File: src/design/sdmn_pkg.sv
// Shared widths, constants, controller/datapath interface types and the small-divisor table.
package sdmn_pkg;

    localparam int WORD_W  = 32;
    localparam int SHIFT_W = 5;
    localparam int CNT_W   = 5;

    localparam logic [WORD_W-1:0] HALF_RANGE = 32'h8000_0000;
    localparam logic [WORD_W-1:0] MAX_POS    = 32'h7fff_ffff;
    localparam logic [WORD_W-1:0] SMALL_LO   = 32'd3;
    localparam logic [WORD_W-1:0] SMALL_HI   = 32'd12;
    localparam logic [CNT_W-1:0]  CNT_LAST   = {CNT_W{1'b1}};

    typedef struct packed {
        logic load;
        logic div_init;
        logic div_sel;
        logic div_step;
        logic take_a;
        logic take_b;
        logic iter;
        logic out_load;
    } cmd_t;

    typedef struct packed {
        logic short_path;
        logic keep_going;
    } status_t;

    function automatic logic [WORD_W-1:0] small_magic(input logic [3:0] d);
        logic [WORD_W-1:0] m;
        case (d)
            4'd3:    m = 32'h5555_5556;
            4'd4:    m = 32'h0000_0000;
            4'd5:    m = 32'h6666_6667;
            4'd6:    m = 32'h2AAA_AAAB;
            4'd7:    m = 32'h9249_2493;
            4'd8:    m = 32'h0000_0000;
            4'd9:    m = 32'h38E3_8E39;
            4'd10:   m = 32'h6666_6667;
            4'd11:   m = 32'h2E8B_A2E9;
            4'd12:   m = 32'h2AAA_AAAB;
            default: m = '0;
        endcase
        return m;
    endfunction

    function automatic logic [SHIFT_W-1:0] small_shift(input logic [3:0] d);
        logic [SHIFT_W-1:0] s;
        case (d)
            4'd5:    s = 5'd1;
            4'd7:    s = 5'd2;
            4'd9:    s = 5'd1;
            4'd10:   s = 5'd2;
            4'd11:   s = 5'd1;
            4'd12:   s = 5'd1;
            default: s = '0;
        endcase
        return s;
    endfunction

endpackage

File: src/design/sdmn_datapath.sv
// Datapath: serial restoring divider, remainder doubling loop and result register.
module sdmn_datapath (
    input  logic                             aclk,
    input  logic signed [sdmn_pkg::WORD_W-1:0] s_divisor,
    input  sdmn_pkg::cmd_t                   cmd,
    output sdmn_pkg::status_t                status,
    output logic signed [sdmn_pkg::WORD_W-1:0] m_magic,
    output logic [sdmn_pkg::SHIFT_W-1:0]     m_extra_shift,
    output logic                             m_zero_divisor
);

    logic [sdmn_pkg::WORD_W-1:0]  ad_reg, ad_next;
    logic                         neg_reg;
    logic                         zero_reg;
    logic                         small_reg;
    logic [3:0]                   idx_reg;
    logic [sdmn_pkg::WORD_W-1:0]  rem_reg, rem_next;
    logic [sdmn_pkg::WORD_W-1:0]  quo_reg, quo_next;
    logic [sdmn_pkg::WORD_W-1:0]  anc_reg, anc_next;
    logic [sdmn_pkg::WORD_W-1:0]  q1_reg, q1_next;
    logic [sdmn_pkg::WORD_W-1:0]  r1_reg, r1_next;
    logic [sdmn_pkg::WORD_W-1:0]  q2_reg, q2_next;
    logic [sdmn_pkg::WORD_W-1:0]  r2_reg, r2_next;
    logic [sdmn_pkg::CNT_W-1:0]   count_reg;
    logic [sdmn_pkg::WORD_W-1:0]  magic_reg, magic_next;
    logic [sdmn_pkg::SHIFT_W-1:0] shift_reg, shift_next;
    logic                         zflag_reg;

    logic [sdmn_pkg::WORD_W-1:0]  div_u;
    logic                         in_zero;
    logic                         in_small;
    logic [sdmn_pkg::WORD_W-1:0]  div_d;
    logic [sdmn_pkg::WORD_W:0]    trial;
    logic [sdmn_pkg::WORD_W:0]    diff;
    logic                         ge;
    logic [sdmn_pkg::WORD_W-1:0]  r_inc;
    logic [sdmn_pkg::WORD_W-1:0]  t_rem;
    logic [sdmn_pkg::WORD_W-1:0]  anc_calc;
    logic [sdmn_pkg::WORD_W-1:0]  r1_dbl, r2_dbl;
    logic                         r1_ge, r2_ge;
    logic [sdmn_pkg::WORD_W-1:0]  delta;

    always_comb begin
        div_u    = $unsigned(s_divisor);
        in_zero  = (div_u == '0);
        in_small = !div_u[sdmn_pkg::WORD_W-1] && (div_u >= sdmn_pkg::SMALL_LO)
                   && (div_u <= sdmn_pkg::SMALL_HI);
        ad_next  = div_u[sdmn_pkg::WORD_W-1] ? (~div_u + 1'b1) : div_u;

        div_d = cmd.div_sel ? anc_reg : ad_reg;
        trial = {rem_reg, quo_reg[sdmn_pkg::WORD_W-1]};
        diff  = trial - {1'b0, div_d};
        ge    = (trial >= {1'b0, div_d});

        // The remainder of 2^31 + 1 follows from the remainder of 2^31.
        r_inc    = rem_reg + 1'b1;
        t_rem    = neg_reg ? ((r_inc == ad_reg) ? '0 : r_inc) : rem_reg;
        anc_calc = (neg_reg ? sdmn_pkg::HALF_RANGE : sdmn_pkg::MAX_POS) - t_rem;

        r1_dbl = {r1_reg[sdmn_pkg::WORD_W-2:0], 1'b0};
        r2_dbl = {r2_reg[sdmn_pkg::WORD_W-2:0], 1'b0};
        r1_ge  = (r1_dbl >= anc_reg);
        r2_ge  = (r2_dbl >= ad_reg);
        delta  = ad_reg - r2_reg;

        status.short_path = in_zero || in_small;
        status.keep_going = ((q1_reg < delta) || ((q1_reg == delta) && (r1_reg == '0)))
                            && (count_reg != sdmn_pkg::CNT_LAST);

        rem_next = rem_reg;
        quo_next = quo_reg;
        if (cmd.div_init) begin
            rem_next = '0;
            quo_next = sdmn_pkg::HALF_RANGE;
        end else if (cmd.div_step) begin
            rem_next = ge ? diff[sdmn_pkg::WORD_W-1:0] : trial[sdmn_pkg::WORD_W-1:0];
            quo_next = {quo_reg[sdmn_pkg::WORD_W-2:0], ge};
        end

        anc_next = (anc_calc == '0) ? {{(sdmn_pkg::WORD_W-1){1'b0}}, 1'b1} : anc_calc;

        q1_next = q1_reg;
        r1_next = r1_reg;
        q2_next = q2_reg;
        r2_next = r2_reg;
        if (cmd.take_a) begin
            q2_next = quo_reg;
            r2_next = rem_reg;
        end else if (cmd.take_b) begin
            q1_next = quo_reg;
            r1_next = rem_reg;
        end else if (cmd.iter) begin
            q1_next = {q1_reg[sdmn_pkg::WORD_W-2:0], r1_ge};
            r1_next = r1_ge ? (r1_dbl - anc_reg) : r1_dbl;
            q2_next = {q2_reg[sdmn_pkg::WORD_W-2:0], r2_ge};
            r2_next = r2_ge ? (r2_dbl - ad_reg) : r2_dbl;
        end

        if (zero_reg) begin
            magic_next = '0;
            shift_next = '0;
        end else if (small_reg) begin
            magic_next = sdmn_pkg::small_magic(idx_reg);
            shift_next = sdmn_pkg::small_shift(idx_reg);
        end else begin
            magic_next = neg_reg ? ~q2_reg : (q2_reg + 1'b1);
            shift_next = count_reg;
        end
    end

    always_ff @(posedge aclk) begin
        if (cmd.load) begin
            ad_reg    <= ad_next;
            neg_reg   <= div_u[sdmn_pkg::WORD_W-1];
            zero_reg  <= in_zero;
            small_reg <= in_small;
            idx_reg   <= div_u[3:0];
        end
        rem_reg <= rem_next;
        quo_reg <= quo_next;
        if (cmd.take_a) begin
            anc_reg <= anc_next;
        end
        q1_reg <= q1_next;
        r1_reg <= r1_next;
        q2_reg <= q2_next;
        r2_reg <= r2_next;
        if (cmd.take_b) begin
            count_reg <= sdmn_pkg::CNT_LAST;
        end else if (cmd.iter) begin
            count_reg <= count_reg + 1'b1;
        end
        if (cmd.out_load) begin
            magic_reg <= magic_next;
            shift_reg <= shift_next;
            zflag_reg <= zero_reg;
        end
    end

    assign m_magic        = $signed(magic_reg);
    assign m_extra_shift  = shift_reg;
    assign m_zero_divisor = zflag_reg;

endmodule

File: src/design/sdmn_ctrl.sv
// Controller: sequences the two divisions and the doubling loop, and owns both handshakes.
module sdmn_ctrl (
    input  logic              aclk,
    input  logic              aresetn,
    input  logic              s_valid,
    output logic              s_ready,
    output logic              m_valid,
    input  logic              m_ready,
    input  sdmn_pkg::status_t status,
    output sdmn_pkg::cmd_t    cmd
);

    typedef enum logic [2:0] {
        ST_IDLE,
        ST_DIV_A,
        ST_TAKE_A,
        ST_DIV_B,
        ST_TAKE_B,
        ST_ITER,
        ST_CHECK,
        ST_FINISH
    } state_t;

    state_t                     state_reg, state_next;
    logic [sdmn_pkg::CNT_W-1:0] cnt_reg, cnt_next;
    logic                       m_valid_reg, m_valid_next;

    always_comb begin
        state_next = state_reg;
        cnt_next   = cnt_reg;
        cmd        = '0;
        s_ready    = 1'b0;
        case (state_reg)
            ST_IDLE: begin
                s_ready = 1'b1;
                if (s_valid) begin
                    cmd.load     = 1'b1;
                    cmd.div_init = 1'b1;
                    cnt_next     = '0;
                    state_next   = status.short_path ? ST_FINISH : ST_DIV_A;
                end
            end
            ST_DIV_A: begin
                cmd.div_step = 1'b1;
                cnt_next     = cnt_reg + 1'b1;
                if (cnt_reg == sdmn_pkg::CNT_LAST) begin
                    state_next = ST_TAKE_A;
                end
            end
            ST_TAKE_A: begin
                cmd.take_a   = 1'b1;
                cmd.div_init = 1'b1;
                cnt_next     = '0;
                state_next   = ST_DIV_B;
            end
            ST_DIV_B: begin
                cmd.div_step = 1'b1;
                cmd.div_sel  = 1'b1;
                cnt_next     = cnt_reg + 1'b1;
                if (cnt_reg == sdmn_pkg::CNT_LAST) begin
                    state_next = ST_TAKE_B;
                end
            end
            ST_TAKE_B: begin
                cmd.take_b = 1'b1;
                state_next = ST_ITER;
            end
            ST_ITER: begin
                cmd.iter   = 1'b1;
                state_next = ST_CHECK;
            end
            ST_CHECK: begin
                state_next = status.keep_going ? ST_ITER : ST_FINISH;
            end
            ST_FINISH: begin
                if (!m_valid_reg || m_ready) begin
                    cmd.out_load = 1'b1;
                    state_next   = ST_IDLE;
                end
            end
            default: begin
                state_next = ST_IDLE;
            end
        endcase

        if (cmd.out_load) begin
            m_valid_next = 1'b1;
        end else if (m_ready) begin
            m_valid_next = 1'b0;
        end else begin
            m_valid_next = m_valid_reg;
        end
    end

    always_ff @(posedge aclk) begin
        if (!aresetn) begin
            state_reg   <= ST_IDLE;
            cnt_reg     <= '0;
            m_valid_reg <= 1'b0;
        end else begin
            state_reg   <= state_next;
            cnt_reg     <= cnt_next;
            m_valid_reg <= m_valid_next;
        end
    end

    assign m_valid = m_valid_reg;

endmodule

File: src/design/signed_division_magic_number_core.sv
// Top level of the signed-division magic number generator.
// Each input transfer carries a 32-bit signed divisor and yields one result transfer with
// the multiply-high magic number, the extra arithmetic right shift and a zero-divisor flag.
// A zero divisor and the divisors 3 to 12 skip both divisions and go straight to FINISH.
// Every other divisor runs two 32-step restoring divisions of 2^31 on one shared subtractor,
// followed by the doubling search, which passes through ITER and CHECK once per step.
// A finished result waits in an output register, so the next divisor is accepted while
// the previous result has not yet been taken.
module signed_division_magic_number_core (
    input  logic                               aclk,
    input  logic                               aresetn,
    input  logic                               s_valid,
    output logic                               s_ready,
    input  logic signed [sdmn_pkg::WORD_W-1:0] s_divisor,
    output logic                               m_valid,
    input  logic                               m_ready,
    output logic signed [sdmn_pkg::WORD_W-1:0] m_magic,
    output logic [sdmn_pkg::SHIFT_W-1:0]       m_extra_shift,
    output logic                               m_zero_divisor
);

    sdmn_pkg::cmd_t    cmd;
    sdmn_pkg::status_t status;

    sdmn_datapath u_datapath (
        .aclk           (aclk),
        .s_divisor      (s_divisor),
        .cmd            (cmd),
        .status         (status),
        .m_magic        (m_magic),
        .m_extra_shift  (m_extra_shift),
        .m_zero_divisor (m_zero_divisor)
    );

    sdmn_ctrl u_ctrl (
        .aclk    (aclk),
        .aresetn (aresetn),
        .s_valid (s_valid),
        .s_ready (s_ready),
        .m_valid (m_valid),
        .m_ready (m_ready),
        .status  (status),
        .cmd     (cmd)
    );

endmodule

File: config.mk
export PLATFORM = sky130hd
export DESIGN_NAME = signed_division_magic_number_core
export DESIGN_NICKNAME = d
export VERILOG_FILES = /design/src/design/sdmn_pkg.sv /design/src/design/sdmn_datapath.sv /design/src/design/sdmn_ctrl.sv /design/src/design/signed_division_magic_number_core.sv
export SDC_FILE = /design/constraint.sdc
export NUM_CORES = 1
export LEC_CHECK = 0
export ABC_AREA = 1
export BUFFER_PORTS_ARGS = -buffer_cell sky130_fd_sc_hd__buf_2
export CORE_MARGIN = 2
export CORE_UTILIZATION = 55
export DETAILED_ROUTE_END_ITERATION = 12
export PLACE_DENSITY = 0.69
export SLEW_MARGIN = 20
export SYNTH_ARGS = -nofsm -noshare
export SYNTH_HDL_FRONTEND = slang
export SYNTH_HIERARCHICAL = 1
export SYNTH_SLANG_ARGS = --single-unit
File: constraint.sdc
create_clock -name aclk -period 8 [get_ports aclk]
set_input_delay 1.2 -clock aclk [delete_from_list [all_inputs] [get_ports aclk]]
set_output_delay 1.2 -clock aclk [all_outputs]
set_load 0.02 [all_outputs]
==> results of run 1 <==
critical path, delay by kind of cell (launching register included):
family                     cells  cell delay (ns)
and+or+nand+nor               24             3.37
adders and majority gates      3             0.78
xor gates and xnor gates       1             0.20
buffers and inverters          3             0.47
AOI/OAI and AO/OA              6             1.54
DFF                            1             0.65
power by group through the flow:
stage                     sequential [mW]  clock, mW  combinational [mW]
after global placement               2.68          0                4.19
after global routing                 2.71       1.89                4.86
after floorplan                      2.49          0                3.10
after detailed placement             2.69          0                4.27
final                                2.68       1.82                4.44
after CTS                            2.66       1.83                4.30
logic make-up after synthesis:
kind of cell / Yosys count / synth area share (%)
buf+inv: 570 / 8.40
fa+ha+maj: 178 / 8.65
flops: 329 / 34.3
xor+xnor: 156 / 5.29
simple gates: 1719 / 27.1
compound gates: 758 / 16.3
layout by cell type, fill, tap and decap left out, types with 5 or more instances in the layout:
cell type / count
a21boi_0: 9
o22ai_1: 13
ha_1: 174
and2_1: 5
nor2_4: 13
nor3_1: 48
o21ai_1: 9
clkinv_1: 10
or2_2: 14
clkinv_2: 11
o21ai_0: 308
nor4_1: 16
nand3b_1: 5
a21o_1: 5
xor2_1: 99
o31ai_1: 6
edfxtp_1: 236
a21oi_2: 14
inv_2: 11
o21a_1: 18
a21oi_1: 271
o21bai_1: 13
nor2_1: 400
clkbuf_16: 40
a22oi_1: 34
nor2_2: 7
buf_2: 75
nand2_1: 976
nand4_1: 27
nand2_2: 11
buf_4: 23
dfxtp_1: 93
o211ai_1: 17
xnor2_1: 56
a31oi_1: 13
o221ai_1: 7
inv_1: 444
nand3_1: 189
path summary, 6_finish.rpt:
kind	startpoint	end	slack, ns	cells past startpoint
worst max-delay path	u_datapath/ad_reg[0]	u_ctrl/state_reg[1]	0.91	37
worst min-delay path	u_ctrl/cnt_reg[3]	u_ctrl/cnt_reg[3]	0.49	2
worst max register to register	u_datapath/ad_reg[0]	u_ctrl/state_reg[1]	0.91	37
worst min register to register	u_ctrl/cnt_reg[3]	u_ctrl/cnt_reg[3]	0.49	2
per-layer routing:
metal  routed length, um  vias to the layer above  track usage (%)
met5                  22                        -                0
met4                4220                        4             16.0
met3               11000                      244             8.36
met2               39100                     1577             54.6
met1               40900                    12300             54.5
li1                    -                    12400                -
synth_stat cells (all sizes together), types with 2 or more instances:
library cell	number	share of area, %
nand2	987	14
inv	454	6.5
nor2	420	6.4
o21ai	319	6.1
a21oi	287	5.8
edfxtp	236	27
nand3	192	3.7
ha	174	8.3
xor2	99	3.3
dfxtp	93	7.1
clkbuf	86	1.2
xnor2	56	1.9
nor3	51	1.0
a22oi	35	1.0
nand4	27	0.65
buf	23	0.52
o21a	18	0.52
o211ai	17	0.49
nor4	16	0.38
o21bai	14	0.42
or2	14	0.34
a31oi	13	0.31
o22ai	13	0.31
a21boi	9	0.26
clkinv	7	0.10
o221ai	7	0.23
o31ai	6	0.17
a21o	5	0.14
and2	5	0.12
nand3b	5	0.14
a211oi	4	0.12
fa	4	0.31
a221oi	3	0.10
o2111ai	3	0.10
o32ai	2	0.067
layout make-up:
cell class	instances	area, um2	share of cell area (%)
Clock buffer	48	1070	3.78
Multi-Input combinational cell	2811	15000	53.0
Inverter	461	1730	6.12
Timing Repair Buffer	99	568	2.01
Sequential cell	329	8950	31.6
Tap cell	607	759	2.68
Clock inverter	24	213	0.751
==> metrics.txt, run 1 <==
post-DR vias/cell 6.06; Async SR Flop Fraction 0%; Clock Tree Root clkbuf_16; Min-Delay Path Class register to register; Startpoint Class register; worst IR drop on VDD 0.242 mV; number of synthesized flops with an enable pin 236; Hold Slack 0.488 ns; clock-pin transition on the worst setup and hold timing paths 0.06 ns; Syn Area/Cell 7.04 um2; number of global-route vias before repair 24200; Util after Layout 60.7%; Starting Density 56.0%; Lkg Pwr 12.8 nW; # Post-CTS Setup Buffers 0; CTS tree done; Critical Path RT 8.50 ns; Mapped Area 26100 um2; count of final max-slew check failures 0; skew final 0.0232 ns; io pins 76; first-pass GRT wire length 143000 um; RSZ-0062 raised after global routing false; Power, Total 8.94 mW; worst relative slew slack 18.5%; Post-synth top flop edfxtp_1; Antenna Cells 0; CTS Sinks 329; gpl congestion 1.08; worst slew pin tran 1.21 ns; Nets 3955; post-route clock period utilization 88.6%; Final Worst Setup Slack 0.913 ns; gr ovfl total 0; status completed; switching part of the total power 47.4%; layout overhead on the synthesized area 8.45%; maxcap violations 0; sequential cell area fraction in the yosys report 34.3%; area of placed instances 27000 um2; crit path DAT 7.58 ns; Pint 4.71 mW; power share of the sequential group 30.0%; Synthesized Nets 3924; CTS Hold Bufs 0; CP max stage delay 0.89 ns; drt pass-1 iters 7; worst slack at placement 1.24 ns; Post-CTS Resized 0; Pwr Density 316 nW/um2; min cycle time layout 7.09 ns; die area 49200 um2; post-DP HPWL 74300 um; largest net degree at the start of global routing 72; Switch Pwr 4.24 mW; worst setup path class register to register; number of synthesized register bits 329; antenna violations before repair 4; kind of end point of the critical path register; combinational power share 49.6%; GRT Overall Usage 37.8%; Die W 222 um; fraction of layout cells with a size suffix above 1 6.50%; PortBufs 75; core box area 46700 um2; CTS Buffer Depth 3; post-route setup TNS 0 ns; Inst Count DP 4306; Critical Path Fanout Max 6; Num CTS Buffers 39; Post-Layout Inst Area 28300 um2; Fmax 141 MHz; DRC Markers 0; Cell variety after synth 59; H-tree Lvls 2; Antenna Nets Post-Route 0; worst skew pair latency 0.57 ns; Starting DRT DRC Count 3343; Final Hold Viols 0; Final setup viols 0; Non-Filler Instances 4379; most frequent CP cell nand2_1; Gate Count Post-Synth 3710; post-DR wirelength/cell 21.7 um; Yosys warnings 6; critical path's slowest cell nor4_1; final WL 95200 um; Die Height 222 um; row count 79; clock network power share 20.3%; number of fill cells 4369; Via Count 26600
No activity file was read; power rests on OpenSTA's default activity.
==> run 2, diff against run 1 <==
- ABC_AREA: 1 -> default
==> run 2 against run 1 <==
Against the previous run:
- total power decreased by 21%
- global-route usage grew 1.8 points
- combinational power decreased by 35%
- critical path depth fell by 19
- clock power up 4%
- core utilization down 0.26 points
- sequential power fell by 15%
- synthesized area is 3.6% higher
- critical endpoint is now u_datapath/rem_reg[13]
- largest cell class unchanged
==> metrics.txt, run 2 <==
status completed; Startpoint Class register; largest net degree at the start of global routing 90 (+25%); Non-Filler Instances 3766 (-14%); RSZ-0062 raised after global routing false; area of the multi-input gates 16900 um2 (+12%); Min-Delay Path Class register to register; first-pass GRT wire length 150000 um (+4.9%); reg2reg path depth 18 (-51%); Final Worst Setup Slack 0.842 ns (-0.0707 ns); area of placed instances 28100 um2 (+4.0%); Antenna Nets Post-Route 0 (unchanged); number of synthesized register bits 329 (unchanged); io pins 76 (unchanged); Num CTS Buffers 38 (-2.6%); CTS Hold Bufs 0 (unchanged); Final setup viols 0 (unchanged); gpl congestion 1.06 (-2.0%); post-DR wirelength/cell 27.2 um (+25%); Fmax 140 MHz (-0.99%); worst IR drop on VDD 0.168 mV (-31%); Mapped Area 27000 um2 (+3.6%); Post-CTS Resized 0 (unchanged); Syn Area/Cell 8.84 um2 (+26%); Yosys warnings 6 (unchanged); FF/Latch Area 8950 um2 (unchanged); Die Height 226 um (+1.7%); r2r setup slk 0.84 ns (-0.07 ns); layout overhead on the synthesized area 8.92%; cell taking the most area after synthesis edfxtp_1; ranking of synthesized cells by area edfxtp_1 (26%), ha_1 (8.1%), dfxtp_1 (6.9%); Synthesized Nets 3273 (-17%); Worst R2R Start u_ctrl/state_reg[0]; Pwr Density 239 nW/um2 (-24%); H-tree Lvls 2 (unchanged); Gate Count Post-Synth 3059 (-18%); Synth top cells by count nor2_1 (301), edfxtp_1 (236), nand2_1 (221); CTS Buffer Depth 3 (unchanged); number of global-route vias before repair 23300 (-3.9%); skew final 0.0147 ns (-0.00856 ns); gr ovfl total 0 (unchanged); CP endpoint u_datapath/rem_reg[13]; die area 51000 um2 (+3.5%); r2r endpoint u_datapath/rem_reg[13]; row count 81 (+2.5%); hold_sp u_ctrl/cnt_reg[4]; worst setup path class register to register; worst skew pair latency 0.57 ns (about the same); DRC Markers 0 (unchanged); Cell variety after synth 97 (+64%); clock-pin transition on the worst setup and hold timing paths 0.06 ns (about the same); Power, Total 7.05 mW (-21%); Async SR Flop Fraction 0% (unchanged); number of fill cells 4129 (-5.5%); PortBufs 75 (unchanged); Starting DRT DRC Count 3381 (+1.1%); Crit. Startpoint u_ctrl/state_reg[0]; min cycle time layout 7.16 ns (+0.0707 ns); post-DP HPWL 78100 um (+5.1%); Inst Count DP 3690 (-14%); Clock Tree Root clkbuf_16; post-route clock period utilization 89.5% (+0.88 points); antenna violations before repair 10 (+6); crit path DAT 7.55 ns (-0.03 ns); Post-Layout Inst Area 29500 um2 (+4.0%); Die W 226 um (+1.7%); Synth top area share 26.2% (-0.94 points); Via Count 25500 (-4.0%); drt pass-1 iters 11 (+4); Post-synth top flop edfxtp_1; CTS Sinks 329 (unchanged); maxcap violations 0 (unchanged); most common cell after layout, fill and taps aside nor2_1; most numerous cell in the Yosys netlist nor2_1; hold path cells 2 (unchanged); Nets 3281 (-17%); sequential cell area fraction in the yosys report 33.1% (-1.2 points); final WL 102000 um (+7.6%); CTS tree done; fraction of layout cells with a size suffix above 1 11.3% (+4.8 points); worst relative slew slack 30.1% (+12 points); core box area 48700 um2 (+4.5%); Critical Path Fanout Max 41 (+35); number of synthesized flops with an enable pin 236 (unchanged); GRT Overall Usage 39.7% (+1.8 points); kind of end point of the critical path register; Lkg Pwr 11.4 nW (-11%); Starting Density 55.5% (-0.48 points); post-DR vias/cell 6.77 (+12%); post-route setup TNS 0 ns (unchanged); most frequent cells in the layout nor2_1 (298), edfxtp_1 (236), nand2_1 (221), a21oi_1 (182), ha_1 (174); Critical Path RT 8.39 ns (-0.11 ns); # Post-CTS Setup Buffers 0 (unchanged); worst slack at placement 1.23 ns (-0.00216 ns); Final Hold Viols 0 (unchanged); worst slew pin tran 1.04 ns (-0.170 ns); count of final max-slew check failures 0 (unchanged)
[run 2: cell count changes in the layout (fill, tap and decap cells not counted), sizes merged, moves of 91 or more]
cell,previous run,this run
mux2,0,91
mux2i,0,109
nand3,192,78
a21oi,287,182
inv,457,157
nand2,987,221
nor2,420,301
o21ai,319,156
[run 2: per-stage QoR]
| step | hold slack (ns) | util [%] |
|---|---|---|
| 2_1_floorplan | 0.424 | - |
| 3_3_place_gp | 0.469 | 57.6 |
| 3_5_place_dp | 0.476 | 57.6 |
| 4_1_cts | 0.484 | 60.4 |
| 5_1_grt | 0.521 | 60.4 |
| 6_report | 0.487 | 60.4 |
[run 2: area by class of cell]
type                            instances  share of cell area [%]
Timing Repair Buffer                  139                    2.99
Sequential cell                       329                    30.4
Tap cell                              664                    2.82
Antenna cell                            6                  0.0510
Multi-Input combinational cell       2403                    57.3
Inverter                              156                    1.99
Clock inverter                         20                   0.977
Clock buffer                           49                    3.51
[run 2: kinds of logic (layout without fill, tap and decap cells)]
| logic type | count (synthesis) | in the layout | synth area share [%] |
|---|---|---|---|
| and+or+nand+nor | 1004 | 1004 | 18.6 |
| AOI/OAI and AO/OA | 787 | 787 | 19.7 |
| DFF | 329 | 329 | 33.1 |
| buffers and inverters | 327 | 364 | 4.84 |
| xor gates and xnor gates | 232 | 232 | 7.51 |
| muxes | 201 | 201 | 7.91 |
| adders and majority gates | 179 | 179 | 8.39 |
| other | 0 | 6 | 0 |
[run 2: how the worst min path moves through the flow]
stage / endpoint / slack (ns)
after global routing: u_ctrl/cnt_reg[1] / 0.52
after CTS: u_ctrl/cnt_reg[4] / 0.48
final: u_ctrl/cnt_reg[4] / 0.49
after floorplan: u_datapath/m_zero_divisor / 0.42
after detailed placement: u_ctrl/cnt_reg[4] / 0.48
after global placement: u_ctrl/cnt_reg[4] / 0.47
[run 2: worst max-delay path, stage by stage (launching register included)]
cell      delay, ns
dfxtp_1        0.64
nor2b_4        0.24
buf_4          0.56
and2_2         0.74
nand2_1        0.13
o21a_1         0.16
ha_1           0.32
nor2b_1        0.14
o21ai_0        0.23
a21boi_0       0.22
o41ai_1        0.75
o21ba_2        0.42
o211ai_1       0.20
nand3_1        0.16
a31oi_1        0.24
a221oi_4       0.37
buf_4          0.49
a21oi_1        0.14
a211oi_1       0.75
[run 2: where the power goes]
part           total, mW  switching (mW)  internal [mW]
sequential          2.29           0.291           1.99
combinational       2.88            1.83           1.05
clock               1.89           0.769           1.12
total               7.05            2.89           4.16
[run 2: metal layers]
layer / part of all wire, % / routed length, um / GRT usage [%] / vias to the layer above
met4: 4.3 / 4400 / 15.2 / 2
li1: - / - / - / 11400
met3: 12 / 11900 / 10.8 / 237
met1: 43 / 44100 / 56.8 / 12400
met5: 0.025 / 26 / 0 / -
met2: 41 / 42000 / 56.5 / 1479
